--- config.mk ---
export PLATFORM = sky130hd
export DESIGN_NAME = packbits_bitplane_unpacker_unit
export DESIGN_NICKNAME = d
export VERILOG_FILES = /design/src/rtl/core/pbu_pkg.sv /design/src/rtl/core/pbu_ptr_unit.sv /design/src/rtl/core/pbu_out_reg.sv /design/src/rtl/core/packbits_bitplane_unpacker_unit.sv
export SDC_FILE = /design/constraint.sdc
export NUM_CORES = 1
export LEC_CHECK = 0
export BUFFER_PORTS_ARGS = -buffer_cell sky130_fd_sc_hd__buf_2
export CORE_MARGIN = 5
export CORE_UTILIZATION = 40
export CTS_BUF_LIST = sky130_fd_sc_hd__clkbuf_4 sky130_fd_sc_hd__clkbuf_8
export DETAILED_ROUTE_END_ITERATION = 10
export HOLD_SLACK_MARGIN = 0.12
export PLACE_DENSITY = 0.62
export SYNTH_ARGS = -nofsm -noshare
export SYNTH_HDL_FRONTEND = slang
export SYNTH_SLANG_ARGS = --single-unit
--- constraint.sdc ---
create_clock -name i_clk -period 3.1 [get_ports i_clk]
set_input_delay 0.465 -clock i_clk [delete_from_list [all_inputs] [get_ports i_clk]]
set_output_delay 0.465 -clock i_clk [all_outputs]
set_load 0.05 [all_outputs]
--- src/rtl/core/pbu_pkg.sv ---
// package for the packbits bitplane unpacker
// picture geometry constants, pointer unit opcodes and shared types
// no dependencies
package pbu_pkg;

    localparam int LINES            = 200;
    localparam int PLANE_LINE_BYTES = 40;
    localparam int PLANES           = 4;
    localparam int BITMAP_BYTES     = 32768;

    localparam int ADDR_W       = $clog2(BITMAP_BYTES);
    localparam int LINE_STRIDE  = 4 * PLANE_LINE_BYTES;
    localparam int BACK_STEP    = LINE_STRIDE - 2;
    localparam int FWD_STEP     = LINE_STRIDE - 2 * PLANES;
    localparam int HEADER_BYTES = 33;

    localparam logic [7:0] TYPE_PACKED = 8'h80;

    // pointer unit opcodes
    localparam logic [2:0] PTR_NOP  = 3'd0;
    localparam logic [2:0] PTR_STEP = 3'd1;
    localparam logic [2:0] PTR_BACK = 3'd2;
    localparam logic [2:0] PTR_FWD  = 3'd3;
    localparam logic [2:0] PTR_INC  = 3'd4;

    typedef struct packed {
        logic [2:0] op;
    } t_ptr_ctl;

    typedef struct packed {
        logic [ADDR_W-1:0] addr;
        logic [7:0]        data;
        logic              last;
        logic              done;
        logic              err;
    } t_wr;

endpackage

--- src/rtl/core/pbu_ptr_unit.sv ---
// shared write pointer adder: interleave step, plane back step, line forward step
// and raw increment all go through one adder
// depends on pbu_pkg
module pbu_ptr_unit (
    input  logic                      i_clk,
    input  logic                      i_rst_n,
    input  pbu_pkg::t_ptr_ctl         i_ctl,
    output logic [pbu_pkg::ADDR_W-1:0] o_ptr
);

    logic [pbu_pkg::ADDR_W-1:0] r_ptr;
    logic [pbu_pkg::ADDR_W-1:0] n_ptr;
    logic                       r_odd;
    logic                       n_odd;
    logic [pbu_pkg::ADDR_W-1:0] w_delta;

    always_comb begin
        w_delta = '0;
        n_odd   = r_odd;
        case (i_ctl.op)
            pbu_pkg::PTR_STEP: begin
                w_delta = r_odd ? pbu_pkg::ADDR_W'(7) : pbu_pkg::ADDR_W'(1);
                n_odd   = ~r_odd;
            end
            pbu_pkg::PTR_BACK: w_delta =
                pbu_pkg::ADDR_W'(pbu_pkg::BITMAP_BYTES - pbu_pkg::BACK_STEP);
            pbu_pkg::PTR_FWD:  w_delta = pbu_pkg::ADDR_W'(pbu_pkg::FWD_STEP);
            pbu_pkg::PTR_INC:  w_delta = pbu_pkg::ADDR_W'(1);
            default:           w_delta = '0;
        endcase
        n_ptr = r_ptr + w_delta;
    end

    always_ff @(posedge i_clk) begin
        if (!i_rst_n) begin
            r_ptr <= '0;
            r_odd <= 1'b0;
        end else begin
            r_ptr <= n_ptr;
            r_odd <= n_odd;
        end
    end

    assign o_ptr = r_ptr;

endmodule

--- src/rtl/core/pbu_out_reg.sv ---
// output register for bitmap write requests
// holds one request until the sink takes it
// depends on pbu_pkg
module pbu_out_reg (
    input  logic          i_clk,
    input  logic          i_rst_n,
    input  logic          i_load,
    input  pbu_pkg::t_wr  i_wr,
    output logic          o_free,
    output logic          o_m_tvalid,
    input  logic          i_m_tready,
    output logic [23:0]   o_m_tdata,
    output logic          o_m_tlast,
    output logic [1:0]    o_m_tuser
);

    logic         r_valid;
    pbu_pkg::t_wr r_wr;

    assign o_free = ~r_valid | i_m_tready;

    always_ff @(posedge i_clk) begin
        if (!i_rst_n) begin
            r_valid <= 1'b0;
        end else if (i_load) begin
            r_valid <= 1'b1;
        end else if (i_m_tready) begin
            r_valid <= 1'b0;
        end
    end

    always_ff @(posedge i_clk) begin
        if (i_load) begin
            r_wr <= i_wr;
        end
    end

    assign o_m_tvalid = r_valid;
    assign o_m_tdata  = {1'b0, r_wr.data, r_wr.addr};
    assign o_m_tlast  = r_wr.last;
    assign o_m_tuser  = {r_wr.err, r_wr.done};

endmodule

--- src/rtl/core/packbits_bitplane_unpacker_unit.sv ---
// packbits bitplane picture unpacker, top level with the byte sequencer
// header, control and dropped bytes cause no write; a data byte is accepted and then
// held in the emit state until each write it causes is loaded; a write that fills a plane line
// adds a back step, and at the end of a line of planes a forward step, through the shared adder
// the emit state loads each write into the output register and waits while it is full
// synchronous active-low reset returns to waiting for the type byte and clears control state
module packbits_bitplane_unpacker_unit (
    input  logic        i_clk,
    input  logic        i_rst_n,
    input  logic        i_s_tvalid,
    output logic        o_s_tready,
    input  logic [7:0]  i_s_tdata,   // in_byte[7:0]
    output logic        o_m_tvalid,
    input  logic        i_m_tready,
    output logic [23:0] o_m_tdata,   // write_address[14:0], write_data[22:15], zero[23]
    output logic        o_m_tlast,   // run_last
    output logic [1:0]  o_m_tuser    // picture_done[0], format_error[1]
);

    localparam logic [3:0] S_TYPE = 4'd0;
    localparam logic [3:0] S_SKIP = 4'd1;
    localparam logic [3:0] S_CTRL = 4'd2;
    localparam logic [3:0] S_RUNB = 4'd3;
    localparam logic [3:0] S_LIT  = 4'd4;
    localparam logic [3:0] S_DROP = 4'd5;
    localparam logic [3:0] S_RAW  = 4'd6;
    localparam logic [3:0] S_DONE = 4'd7;
    localparam logic [3:0] S_EMIT = 4'd8;
    localparam logic [3:0] S_BACK = 4'd9;
    localparam logic [3:0] S_FWD  = 4'd10;

    localparam logic [1:0] KIND_RUN = 2'd0;
    localparam logic [1:0] KIND_LIT = 2'd1;
    localparam logic [1:0] KIND_RAW = 2'd2;

    logic [3:0] r_state, n_state;
    logic [5:0] r_hdr, n_hdr;
    logic       r_packed, n_packed;
    logic [7:0] r_pend, n_pend;
    logic [5:0] r_off, n_off;
    logic [1:0] r_plane, n_plane;
    logic [7:0] r_line, n_line;
    logic       r_err, n_err;
    logic [7:0] r_data, n_data;
    logic [1:0] r_kind, n_kind;

    logic                        w_accept;
    logic                        w_free;
    logic                        w_load;
    pbu_pkg::t_wr                w_wr;
    pbu_pkg::t_ptr_ctl           w_ptr_ctl;
    logic [pbu_pkg::ADDR_W-1:0]  w_ptr;
    logic [8:0]                  w_left;
    logic [8:0]                  w_run_cnt;
    logic [8:0]                  w_lit_cnt;
    logic                        w_line_full;
    logic                        w_pic_end;
    logic                        w_raw_end;

    assign o_s_tready = ~r_state[3];
    assign w_accept   = i_s_tvalid & o_s_tready;

    assign w_left    = 9'(pbu_pkg::PLANE_LINE_BYTES) - {3'b000, r_off};
    assign w_run_cnt = 9'd257 - {1'b0, i_s_tdata};
    assign w_lit_cnt = {1'b0, i_s_tdata} + 9'd1;

    assign w_line_full = (r_off == 6'(pbu_pkg::PLANE_LINE_BYTES - 1));
    assign w_pic_end   = w_line_full && (r_plane == 2'(pbu_pkg::PLANES - 1))
                         && (r_line == 8'(pbu_pkg::LINES - 1));
    assign w_raw_end   = (w_ptr == pbu_pkg::ADDR_W'(pbu_pkg::BITMAP_BYTES - 1));

    always_comb begin
        w_wr.addr = w_ptr;
        w_wr.data = r_data;
        w_wr.last = (r_kind != KIND_RUN) || (r_pend == 8'd1);
        w_wr.done = (r_kind == KIND_RAW) ? w_raw_end : w_pic_end;
        w_wr.err  = r_err;
    end

    always_comb begin
        n_state = r_state;
        n_hdr    = r_hdr;
        n_packed = r_packed;
        n_pend   = r_pend;
        n_off    = r_off;
        n_plane  = r_plane;
        n_line   = r_line;
        n_err    = r_err;
        n_data   = r_data;
        n_kind   = r_kind;
        w_load   = 1'b0;
        w_ptr_ctl.op = pbu_pkg::PTR_NOP;
        case (r_state)
            S_TYPE: if (w_accept) begin
                n_packed = (i_s_tdata == pbu_pkg::TYPE_PACKED);
                n_hdr    = 6'(pbu_pkg::HEADER_BYTES);
                n_state  = S_SKIP;
            end
            S_SKIP: if (w_accept) begin
                n_hdr = r_hdr - 6'd1;
                if (r_hdr == 6'd1) begin
                    n_state = r_packed ? S_CTRL : S_RAW;
                end
            end
            S_CTRL: if (w_accept) begin
                if (i_s_tdata[7]) begin
                    if (w_run_cnt > w_left) begin
                        n_pend = w_left[7:0];
                        n_err  = 1'b1;
                    end else begin
                        n_pend = w_run_cnt[7:0];
                    end
                    n_state = S_RUNB;
                end else begin
                    if (w_lit_cnt > w_left) begin
                        n_err = 1'b1;
                    end
                    n_pend  = w_lit_cnt[7:0];
                    n_state = S_LIT;
                end
            end
            S_RUNB: if (w_accept) begin
                n_data  = i_s_tdata;
                n_kind  = KIND_RUN;
                n_state = S_EMIT;
            end
            S_LIT: if (w_accept) begin
                n_data  = i_s_tdata;
                n_kind  = KIND_LIT;
                n_state = S_EMIT;
            end
            S_DROP: if (w_accept) begin
                n_pend = r_pend - 8'd1;
                if (r_pend == 8'd1) begin
                    n_state = S_CTRL;
                end
            end
            S_RAW: if (w_accept) begin
                n_data  = i_s_tdata;
                n_kind  = KIND_RAW;
                n_state = S_EMIT;
            end
            S_DONE: begin
                n_state = S_DONE;
            end
            S_EMIT: if (w_free) begin
                w_load = 1'b1;
                if (r_kind == KIND_RAW) begin
                    w_ptr_ctl.op = pbu_pkg::PTR_INC;
                    n_state      = w_raw_end ? S_DONE : S_RAW;
                end else begin
                    w_ptr_ctl.op = pbu_pkg::PTR_STEP;
                    n_pend       = r_pend - 8'd1;
                    if (w_line_full) begin
                        n_off   = '0;
                        n_state = S_BACK;
                    end else begin
                        n_off = r_off + 6'd1;
                        if (r_kind == KIND_LIT) begin
                            n_state = (r_pend == 8'd1) ? S_CTRL : S_LIT;
                        end else if (r_pend == 8'd1) begin
                            n_state = S_CTRL;
                        end
                    end
                end
            end
            S_BACK: begin
                w_ptr_ctl.op = pbu_pkg::PTR_BACK;
                if (r_plane == 2'(pbu_pkg::PLANES - 1)) begin
                    n_plane = '0;
                    n_line  = r_line + 8'd1;
                    n_state = S_FWD;
                end else begin
                    n_plane = r_plane + 2'd1;
                    n_state = (r_pend == 8'd0) ? S_CTRL : S_DROP;
                end
            end
            S_FWD: begin
                w_ptr_ctl.op = pbu_pkg::PTR_FWD;
                if (r_line == 8'(pbu_pkg::LINES)) begin
                    n_state = S_DONE;
                end else begin
                    n_state = (r_pend == 8'd0) ? S_CTRL : S_DROP;
                end
            end
            default: n_state = S_TYPE;
        endcase
    end

    always_ff @(posedge i_clk) begin
        if (!i_rst_n) begin
            r_state  <= S_TYPE;
            r_hdr    <= '0;
            r_packed <= 1'b0;
            r_pend   <= '0;
            r_off    <= '0;
            r_plane  <= '0;
            r_line   <= '0;
            r_err    <= 1'b0;
            r_kind   <= KIND_RUN;
        end else begin
            r_state  <= n_state;
            r_hdr    <= n_hdr;
            r_packed <= n_packed;
            r_pend   <= n_pend;
            r_off    <= n_off;
            r_plane  <= n_plane;
            r_line   <= n_line;
            r_err    <= n_err;
            r_kind   <= n_kind;
        end
    end

    always_ff @(posedge i_clk) begin
        r_data <= n_data;
    end

    pbu_ptr_unit u_ptr (
        .i_clk   (i_clk),
        .i_rst_n (i_rst_n),
        .i_ctl   (w_ptr_ctl),
        .o_ptr   (w_ptr)
    );

    pbu_out_reg u_out (
        .i_clk      (i_clk),
        .i_rst_n    (i_rst_n),
        .i_load     (w_load),
        .i_wr       (w_wr),
        .o_free     (w_free),
        .o_m_tvalid (o_m_tvalid),
        .i_m_tready (i_m_tready),
        .o_m_tdata  (o_m_tdata),
        .o_m_tlast  (o_m_tlast),
        .o_m_tuser  (o_m_tuser)
    );

`ifndef NO_ASSERTIONS
    // nothing is written after the request that completes the picture
    a_done_final: assert property (@(posedge i_clk) disable iff (!i_rst_n)
        o_m_tvalid && i_m_tready && o_m_tuser[0] |=> !o_m_tvalid)
        else $error("write request after picture completion");

    // a planar packet in flight always has writes left
    a_emit_pending: assert property (@(posedge i_clk) disable iff (!i_rst_n)
        (r_state == S_EMIT) && (r_kind != KIND_RAW) |-> (r_pend != 8'd0))
        else $error("emitting with no pending writes");

    // the format error flag never clears until reset
    a_err_sticky: assert property (@(posedge i_clk) disable iff (!i_rst_n)
        r_err |=> r_err)
        else $error("format error flag cleared");
`endif

endmodule

Word-level counts from Yosys, hierarchy flattened
Cells that the tools add are included.
{ "op_classes": {"muxes": 48, "addsub": 9, "n_eq_ne": 36, "bitwise_logic": 6, "magnitude_cmp": 2, "n_reduce_logical": 21} }
{ "op_table": {"columns": ["cell", "n"], "rows": [
  ["15-bit case mux with 4 select lines", 1],
  ["4-bit two-way mux", 12],
  ["8-bit two-way mux", 6],
  ["4-bit case mux with 9 select lines", 1],
  ["8-bit == test (second input constant)", 3],
  ["3-bit two-way mux", 8],
  ["8-bit case mux with 3 select lines", 1],
  ["9-bit greater-than comparator", 2],
  ["6-bit two-way mux", 3],
  ["2-bit != test (second input constant)", 9],
  ["4-bit by 3-bit == test with 1-bit output (second input constant)", 4],
  ["15-bit adder", 1],
  ["15-bit == test (second input constant)", 1],
  ["4-bit == test (second input constant)", 3],
  ["6-bit case mux with 2 select lines", 1],
  ["8-bit by 1-bit adder with 9-bit output (second input constant)", 1],
  ["1-bit two-way mux", 9],
  ["3-bit case mux with 3 select lines", 1],
  ["9-bit by 8-bit subtractor with 9-bit output (first input constant)", 1],
  ["8-bit by 1-bit adder with 8-bit output (second input constant)", 1],
  ["4-bit by 2-bit == test with 1-bit output (second input constant)", 2],
  ["8-bit by 1-bit == test with 1-bit output (second input constant)", 1],
  ["8-bit zero test", 1],
  ["2-bit two-way mux", 4],
  ["other kinds (29)", 45]
]} }
{ "totals": {"word_cells": 140, "output_inout_bits": 29, "in_bits": 12, "register_bits": 89} }

Depth between registers and ports, before layout
Gate-level depths: netlist (run 1).
{ "logic_depth": {"ltp_word": 7, "depth_mapped": 13, "mapped_depth_nobuf": 13} }

Hierarchy
From an unflattened synthesis (run 1), not the netlist that was laid out.
{ "unflattened": {"hier_cells": 640, "hier_area_um2": 5729.2} }
{ "modules_own_cells": {"columns": ["module", "cells_each", "seq_area_each_um2", "n_inst", "area_per_inst_um2"], "rows": [
  ["packbits_bitplane_unpacker_unit", 463, 1001.0, 1, 3667.3],
  ["pbu_ptr_unit", 145, 320.3, 1, 1221.2],
  ["pbu_out_reg", 32, 800.8, 1, 840.8]
]} }

Worst setup path after synthesis (run 1)
No wires, ideal clock.
{ "synth_path": {"kind": "register to register", "startpoint": "reg r_state[2]", "endpoint": "reg u_ptr.r_ptr, in the netlist u_ptr.o_ptr[13]", "t_required_ns": 2.994, "arrival_time_ns": 3.354, "slack_ns": -0.360, "stages_incl_launch_ff": 13, "path_cell_list": "dfxtp_1 > or4b_4 > nor2_4 > and3_1 > nor2_1 > nor3_1 > ha_1 > a21o_1 > nand4_1 > a21boi_0 > nand4_1 > a311o_1 > o311ai_0"} }
{ "synth_between": {"elab_chain_cells": 5, "elab_cells_between_ends": 10} }
{ "synth_rtl": {"columns": ["item", "line_no", "rtl"], "rows": [
  ["from (decl)", "packbits_bitplane_unpacker_unit.sv:36", "logic [3:0] r_state, n_state;"],
  ["from (signal assigned)", "packbits_bitplane_unpacker_unit.sv:202", "r_state <= n_state;"],
  ["4-bit == test", "packbits_bitplane_unpacker_unit.sv:93", "case (r_state)"],
  ["3-bit case mux with 3 select lines (*)", "packbits_bitplane_unpacker_unit.sv:93", null],
  ["3-bit == test, or another cell as far along", "pbu_ptr_unit.sv:20", "case (i_ctl.op)"],
  ["15-bit case mux with 4 select lines (*)", "pbu_ptr_unit.sv:20", null],
  ["15-bit adder (*)", "pbu_ptr_unit.sv:31", "n_ptr = r_ptr + w_delta;"],
  ["to (signal assigned)", "pbu_ptr_unit.sv:39", "r_ptr <= n_ptr;"],
  ["to (decl)", "pbu_ptr_unit.sv:11", "logic [pbu_pkg::ADDR_W-1:0] r_ptr;"]
]} }
Every way passes the cells marked *; elsewhere a longest branch is shown, timed or not.
A chain may end at the register's enable or synchronous reset.

Final worst setup path (run 1)
Same ends and word-level chain as after synthesis.

==> results of run 1 <==
## flip-flops by register name, summed over array words and instances, names as in the netlist, 2 cells and up
signal           count
r_off                6
r_plane              2
r_hdr                6
u_out.o_m_tdata     23
u_ptr.o_ptr         15
r_kind               2
r_pend               8
r_line               8
u_out.o_m_tuser      2
r_state              4
r_data               8
## per-layer routing
metal / GRT usage [%] / routed length (µm) / up-vias
met5: 0 / 0 / -
met4: 7.70 / 367 / 0
met3: 2.52 / 485 / 28
met2: 27.5 / 6060 / 95
met1: 20.2 / 5620 / 2124
li1: - / - / 2275
## path summary, 6_finish.rpt
path                     start                  end  slack, ps  cells past startpoint
setup / recovery    r_state[2]      u_ptr.o_ptr[13]        170                     12
hold / removal    i_s_tdata[0]            r_data[0]        360                      1
setup reg to reg    r_state[2]      u_ptr.o_ptr[13]        170                     12
hold reg to reg      r_data[4]  u_out.o_m_tdata[19]        430                      0
## metrics by stage
step | cells | hold WS [ps] | TNS, ps
finish | 833 | 358 | 0
global route | 833 | 363 | 0
CTS | 832 | 344 | 0
detailed placement | 816 | 405 | -28.2
global placement | 816 | 401 | 0
floorplan | 592 | 400 | -305
## kinds of logic after synthesis
family | after synthesis
simple gates | 219
compound gates | 146
flops | 89
buf+inv | 46
fa+ha+maj | 45
xor+xnor | 41
mux | 5
other cells | 1
## power by group
group	total (mW)	internal (mW)	switching (mW)
sequential	1.35	1.29	0.0568
combinational	0.777	0.290	0.487
clock	0.796	0.370	0.425
## cells in the mapped netlist (all sizes together) (4+ instances only)
library cell  count
and3              4
or3               6
o21a              5
a211oi            6
mux2i             4
o21ai            40
xor2             16
edfxtp           34
nand2            49
buf               8
a21o              9
a21oi            40
nor2b             4
a31oi             6
nor4              4
nand2b            9
and2              7
dfxtp            55
nand4            16
clkbuf           13
nor3             21
inv              23
nor2             71
ha               44
nand3            19
xnor2            25
## repair_timing
item | 4_1_cts | 5_1_grt
buffers inserted | 0 | 1
resized for setup | 0 | 2
setup endpoints to repair | 0 | 6
## area by class of cell
cell class | instances | area [µm²]
inverters | 25 | 93.8
fillers | 1271 | 7050
repair buffers | 70 | 428
clock inverters | 7 | 71.3
multi-input cells | 457 | 3130
well taps | 176 | 220
flip-flops and latches | 89 | 2120
clock buffers | 9 | 124
## layout by cell type (no fill, tap or decap), types with 4 or more instances in the layout
master	instances
buf_2	39
inv_1	22
a31oi_1	6
or3_1	5
xor2_1	16
ha_1	44
a21oi_2	4
a21oi_1	36
edfxtp_1	34
nand3_1	19
nand2_1	47
a21o_1	9
dfxtp_1	53
nor2_1	68
clkbuf_8	9
nand2b_1	9
o21a_1	4
xnor2_1	25
o21ai_1	4
o21ai_0	34
buf_4	31
and2_1	6
nand4_1	14
nor3_1	19
mux2i_1	4
==> reports/qor.yml, run 1 <==
synth.area.mux_share_pct: 1.02
slowest_delay_ps: 560
syn_inst: 592
io_pins: 41
rsz0062_at_grt: "no"
vias: 4522
viasPerCell: 5.43
place_congestion: 0.908
synthFlopType: "dfxtp_1"
diodes: 0
cts_sinks: 89
finalCriticalPeriod_ps: 2930
cts_root_buf: "clkbuf_8"
ir_drop_uv: 185
yosys.area_share.xor_xnor_pct: 6.63
portBuffers: 39
setup_ws_ps: 174
fin_area_um2: 6190
cp_top_family: "simple AND/OR/NAND/NOR gates"
postCtsHoldBufs: 0
place_area_um2: 5990
ys_async_sr_fraction_pct: 0
power_per_cell_area_nw_per_um2: 472
relSlewSlack_pct: 51.7
path_cells: "or4b_4 -> nor2_4 -> and3_4 -> nor2_1 -> nor3_2 -> ha_1 -> a21o_1 -> nand4_1 -> a21boi_1 -> nand4_1 -> a311o_1 -> o311ai_1"
synth_simple_gate_area_share_pct: 20.6
clkLatencyLatePin_ps: 380
fmax_mhz: 342
hold_viol_final: 0
path_class: "flip-flop to flip-flop"
synth_nets: 649
synth.avg_cell_area_um2: 9.14
rows: 42
postLayoutCoreUtil_pct: 46.7
synth.ff_latch_count: 89
cts_tree: "built"
first_global_vias: 4419
drv_cap: 0
skew_ps: 12.5
drc: 0
synth-edff-count: 34
grt_use_total_pct: 16.2
htreeDepth: 3
slew_violations: 0
drt-total-wl_mm: 12.5
endpoint_kind: "flip-flop"
crit_top_cell: "nand4_1"
p_total_mw: 2.92
timing.critical_path.buf_inv: 0
area_delta_synth_final_pct: 14.3
tightest_slew_ps: 723
synth_top_family_by_area: "simple AND/OR/NAND/NOR gates"
nets: 709
slowest_stage: "or4b_4"
start_util_pct: 40.9
yosysWarnings: 0
grt_remaining_overflow: 0
synth_area_leaders: "dfxtp_1, edfxtp_1, ha_1"
clk_path_buf_depth: 2
setup_viol: 0
clkSlewWorstSetupHoldPaths_ps: 90
netlist_area_um2: 5410
die_w_um: 126
grt_max_degree: 29
synth_top_area_cell: "dfxtp_1"
drtIter0Drc: 281
p_leak_nw: 2.47
wl_per_cell_um: 15.0
drive_gt1_share_pct: 19.2
worstSetupStartpointType: "flip-flop"
die_area_um2: 16000
hold_path_class: "input port to flip-flop"
grt_first_pass_wirelength_mm: 21.3
synthAdderAreaFrac_pct: 10.5
required_ps: 3380
post-route-period-util_pct: 94.4
cts_buffers: 9
yosysTopAreaCellShare_pct: 20.3
antenna_found_initial: 0
dp.final_hpwl_mm: 9.68
chipHeight_um: 126
synth-seq-area-share_pct: 39.2
first_pass_iters: 4
synth-compound-area-share_pct: 18.4
ant_nets: 0
cp_data_arrival_time_ps: 3200
design.core.area_um2: 13200
status: "complete, no violations"
yosysUniqueCellTypes: 79
post-place-ws_ps: -28.2
crit_path_max_fanout: 3
Power figures use the tool's default switching activity.
==> inputs of run 2 (changes only) <==
==> constraint.sdc (replaced) <==
create_clock -name i_clk -period 2.37 [get_ports i_clk]
set_input_delay 0.3555 -clock i_clk [delete_from_list [all_inputs] [get_ports i_clk]]
set_output_delay 0.3555 -clock i_clk [all_outputs]
set_load 0.05 [all_outputs]
==> reports/qor.yml, run 2 (synthesis results as in run 1) <==
status: "complete, but fails checks"
violations: "setup timing"
finalSetupTns_ps: -4090
start_util_pct: 40.9
ant_nets: 0
drive_gt1_share_pct: 33.2
viasPerCell: 5.38
wl_per_cell_um: 15.7
setup_viol: 18
diodes: 0
antenna_found_initial: 0
skew_ps: 11.3
place_congestion: 0.911
instances_no_fill: 899
postLayoutCoreUtil_pct: 53.5
p_leak_nw: 2.88
slowest_delay_ps: 550
fmax_mhz: 360
fin_area_um2: 7090
grt_max_degree: 30
die_w_um: 126
final_common_cell: "buf_4"
io_pins: 41
pwr-share-comb_pct: 29.2
postCtsHoldBufs: 0
clkLatencyLatePin_ps: 380
ir_drop_uv: 300
hold_path_class: "input port to flip-flop"
worstSetupStartpointType: "flip-flop"
internal-power_mw: 2.79
finalCriticalPeriod_ps: 2780
seq_power_share_pct: 42.8
path_class: "flip-flop to flip-flop"
cts_buffers: 9
crit_path_max_fanout: 2
endpoint_kind: "flip-flop"
tightest_slew_ps: 589
clkSlewWorstSetupHoldPaths_ps: 90
die_area_um2: 16000
post-route-period-util_pct: 117
required_ps: 2640
slew_violations: 0
hold_ws_ps: 279
post-place-ws_ps: -505
cp_data_arrival_time_ps: 3050
clk_path_buf_depth: 2
vias: 4834
mostFrequentLayoutCells: "buf_4, nor2_1, dfxtp_1"
first_pass_iters: 6
drc: 0
cts_sinks: 89
grt_first_pass_wirelength_mm: 23.6
largest_register_ffs: 23
dpl.cell_count: 869
nets: 775
htreeDepth: 3
p_total_mw: 4.13
setup_ws_ps: -409
area_delta_synth_final_pct: 31.0
drtIter0Drc: 333
slowest_stage: "or4b_4"
relSlewSlack_pct: 59.7
grt_remaining_overflow: 0
netSwitchingFraction_pct: 32.3
path_cells: "or4b_4 -> nor2_4 -> and3_4 -> nor2_4 -> nor3_4 -> buf_4 -> fa_2 -> a21o_1 -> a21oi_2 -> o21ai_2 -> a41oi_2 -> a21oi_2 -> buf_4 -> xnor2_2 -> nor2_1"
p_sw_mw: 1.33
drt-total-wl_mm: 14.1
drv_cap: 0
cts_tree: "built"
grt_use_total_pct: 18.1
power_per_cell_area_nw_per_um2: 582
hold_viol_final: 0
cts_root_buf: "clkbuf_8"
pwr-share-clk_pct: 28.1
rsz0062_at_grt: "yes"
portBuffers: 39
design.core.area_um2: 13200
first_global_vias: 4816
place_area_um2: 6440
dp.final_hpwl_mm: 10.3
chipHeight_um: 126
rows: 42
run 2: changes by cell type in the layout (fill, tap and decap cells not counted), sizes merged:
| cell | delta |
|---|---|
| bufinv | +1 |
| clkbuf | +2 |
| clkinv | -2 |
| buf | +66 |
| clkinvlp | -1 |
run 2: timing repair:
action,in CTS,in global routing
pin swaps,31,30
buffers inserted,9,9
endpoints found under the setup margin,19,24
resized for setup,45,20
run 2: worst paths after layout:
kind | from | end | slack [ps] | depth (start not counted)
min | i_s_tdata[0] | r_data[0] | 280 | 1
max reg2reg | r_state[2] | u_ptr.o_ptr[12] | -410 | 15
max | r_state[2] | u_ptr.o_ptr[12] | -410 | 15
min reg2reg | r_data[0] | u_out.o_m_tdata[15] | 410 | 0
run 2: cell type report:
| class | instances | area (µm²) |
|---|---|---|
| clock buffers | 11 | 139 |
| inverters | 25 | 93.8 |
| flip-flops and latches | 89 | 2130 |
| fillers | 1226 | 6150 |
| clock inverters | 5 | 80.1 |
| well taps | 176 | 220 |
| repair buffers | 136 | 968 |
| multi-input cells | 457 | 3460 |
run 2: power groups by stage:
stage          Clock [mW]  Combinational, mW  Sequential [mW]
2_1_floorplan           0              0.738             1.83
3_3_place_gp            0               1.07             1.80
3_5_place_dp            0               1.10             1.80
4_1_cts              1.19               1.15             1.76
5_1_grt              1.26               1.32             1.78
6_report             1.16               1.20             1.77
run 2: layer usage:
layer  track usage (%)  routed length [µm]  vias up
met4              5.93                 285        0
met3              2.86                 559       19
met5                 0                   0        -
met1              22.7                6220     2324
met2              31.8                7050       91
li1                  -                   -     2400
run 2: worst max-delay path, delay by kind of cell (launching register included):
| kind | cells | cell delay [ps] |
|---|---|---|
| AOI/OAI and AO/OA | 5 | 710 |
| xor gates and xnor gates | 1 | 100 |
| adders and majority gates | 1 | 190 |
| buffers and inverters | 2 | 270 |
| DFF | 1 | 330 |
| and+or+nand+nor | 6 | 1070 |
==> inputs of run 3 (changes only) <==
--- a/config.mk
+++ b/config.mk
@@ -12,6 +12,7 @@
 export DETAILED_ROUTE_END_ITERATION = 10
 export HOLD_SLACK_MARGIN = 0.12
 export PLACE_DENSITY = 0.62
+export RECOVER_POWER = 50
 export SYNTH_ARGS = -nofsm -noshare
 export SYNTH_HDL_FRONTEND = slang
 export SYNTH_SLANG_ARGS = --single-unit
==> reports/qor.yml, run 3 (synthesis results as in run 1) <==
setup_viol: 19
final_common_cell: "buf_4"
drv_cap: 0
first_global_vias: 4816
ir_drop_uv: 300
drtIter0Drc: 319
viasPerCell: 5.36
power_per_cell_area_nw_per_um2: 587
clkLatencyLatePin_ps: 380
grt_first_pass_wirelength_mm: 23.6
hold_ws_ps: 371
post-route-period-util_pct: 117
portBuffers: 39
start_util_pct: 40.9
setup_ws_ps: -411
slew_violations: 0
post-place-ws_ps: -505
netSwitchingFraction_pct: 32.4
clk_path_buf_depth: 2
pwr-share-comb_pct: 28.9
hold_viol_final: 0
grt_max_degree: 30
htreeDepth: 3
design.core.area_um2: 13200
area_delta_synth_final_pct: 29.7
ant_nets: 0
rsz0062_at_grt: "yes"
n_fill_cell: 1251
hold_path_class: "input port to flip-flop"
clkSlewWorstSetupHoldPaths_ps: 90
seq_power_share_pct: 42.9
p_sw_mw: 1.34
die_area_um2: 16000
grt_remaining_overflow: 0
cts_buffers: 9
io_pins: 41
cts_sinks: 89
grt_use_total_pct: 18.1
skew_ps: 7.50
mostFrequentLayoutCells: "buf_4, nor2_1, dfxtp_1"
fmax_mhz: 360
drt-total-wl_mm: 14.2
first_pass_iters: 5
path_cells: "or4b_4 -> nor2_4 -> and3_4 -> nor2_4 -> nor3_4 -> buf_4 -> fa_2 -> a21o_1 -> a21oi_2 -> o21ai_2 -> a41oi_2 -> a21oi_2 -> buf_4 -> xnor2_2 -> nor2_1"
pwr-share-clk_pct: 28.2
reg2reg_depth: 15
path_class: "flip-flop to flip-flop"
internal-power_mw: 2.78
worstSetupStartpointType: "flip-flop"
p_leak_nw: 2.76
timing.rr.end: "u_ptr.o_ptr[12]"
antenna_found_initial: 0
dp.final_hpwl_mm: 10.3
required_ps: 2650
endpoint_kind: "flip-flop"
violations: "setup timing"
vias: 4816
largest_register_ffs: 23
postCtsHoldBufs: 0
postLayoutCoreUtil_pct: 53.0
hold_path_end: "r_data[0]"
cp_data_arrival_time_ps: 3060
die_w_um: 126
wl_per_cell_um: 15.8
finalCriticalPeriod_ps: 2780
relSlewSlack_pct: 48.4
rrSetupSlack_ps: -410
crit_path_max_fanout: 2
slowest_delay_ps: 550
chipHeight_um: 126
tightest_slew_ps: 774
rows: 42
place_congestion: 0.911
nets: 775
r2r_start: "r_state[2]"
diodes: 0
instances_no_fill: 899
status: "complete, but fails checks"
drive_gt1_share_pct: 27.9
cts_root_buf: "clkbuf_8"
min_from: "i_s_tdata[0]"
drc: 0
cts_tree: "built"
slowest_stage: "or4b_4"
dpl.cell_count: 869
hold_path_depth: 1
run 3: changes by cell type in the layout (fill, tap and decap cells not counted):
cell | before | now
clkbuf_1 | 0 | 37
buf_2 | 39 | 11
buf_4 | 85 | 76
nand2_1 | 43 | 44
nand2_2 | 4 | 3
run 3: worst max-delay path, delay by kind of cell (launching register included):
kind | cells | cell delay (ps)
buffers and inverters | 2 | 270
DFF | 1 | 330
AOI/OAI and AO/OA | 5 | 710
and+or+nand+nor | 6 | 1070
xor gates and xnor gates | 1 | 100
adders and majority gates | 1 | 190
run 3: worst max-delay path by stage:
| stage | startpoint | cells after the start | slack, ps | to |
|---|---|---|---|---|
| after floorplan | r_state[2] | 12 | -880 | u_ptr.o_ptr[13] |
| after global placement | i_s_tdata[4] | 13 | -430 | r_pend[7] |
| after detailed placement | i_s_tdata[4] | 13 | -500 | r_pend[7] |
| after CTS | r_state[2] | 12 | -430 | u_ptr.o_ptr[13] |
| after global routing | r_state[2] | 15 | -600 | u_ptr.o_ptr[12] |
| final | r_state[2] | 15 | -410 | u_ptr.o_ptr[12] |
run 3: area by class of cell:
cell class	instances	area (µm²)	area share, %
multi-input cells	457	3460	49.3
flip-flops and latches	89	2130	30.3
repair buffers	136	900	12.8
well taps	176	220	3.14
clock buffers	11	139	1.98
inverters	25	93.8	1.34
clock inverters	5	80.1	1.14
run 3: power by group through the flow:
stage	registers [mW]	logic, mW	clock network [mW]
floorplan	1.83	0.738	0
global placement	1.80	1.07	0
detailed placement	1.80	1.10	0
CTS	1.76	1.15	1.19
global route	1.78	1.31	1.26
finish	1.77	1.19	1.16
run 3: what timing repair did:
action,CTS,global route
gates cloned,0,0
gates resized for setup,45,20
setup endpoints to repair,19,24
setup buffers,9,9
pin swaps,31,30
run 3: per-stage QoR:
stage | power (mW) | instance area [µm²] | setup TNS [ps]
2_1_floorplan | 2.57 | 5510 | -8650
3_3_place_gp | 2.87 | 6440 | -4940
3_5_place_dp | 2.90 | 6440 | -5970
4_1_cts | 4.10 | 6950 | -3360
5_1_grt | 4.35 | 7020 | -6630
6_report | 4.12 | 7020 | -4220
run 3: per-layer routing:
layer	vias to the layer above	GRT usage [%]	wire, µm
met1	2304	22.7	6180
li1	2401	-	-
met2	93	31.8	7080
met3	18	2.86	657
met5	-	0	0
met4	0	5.93	251
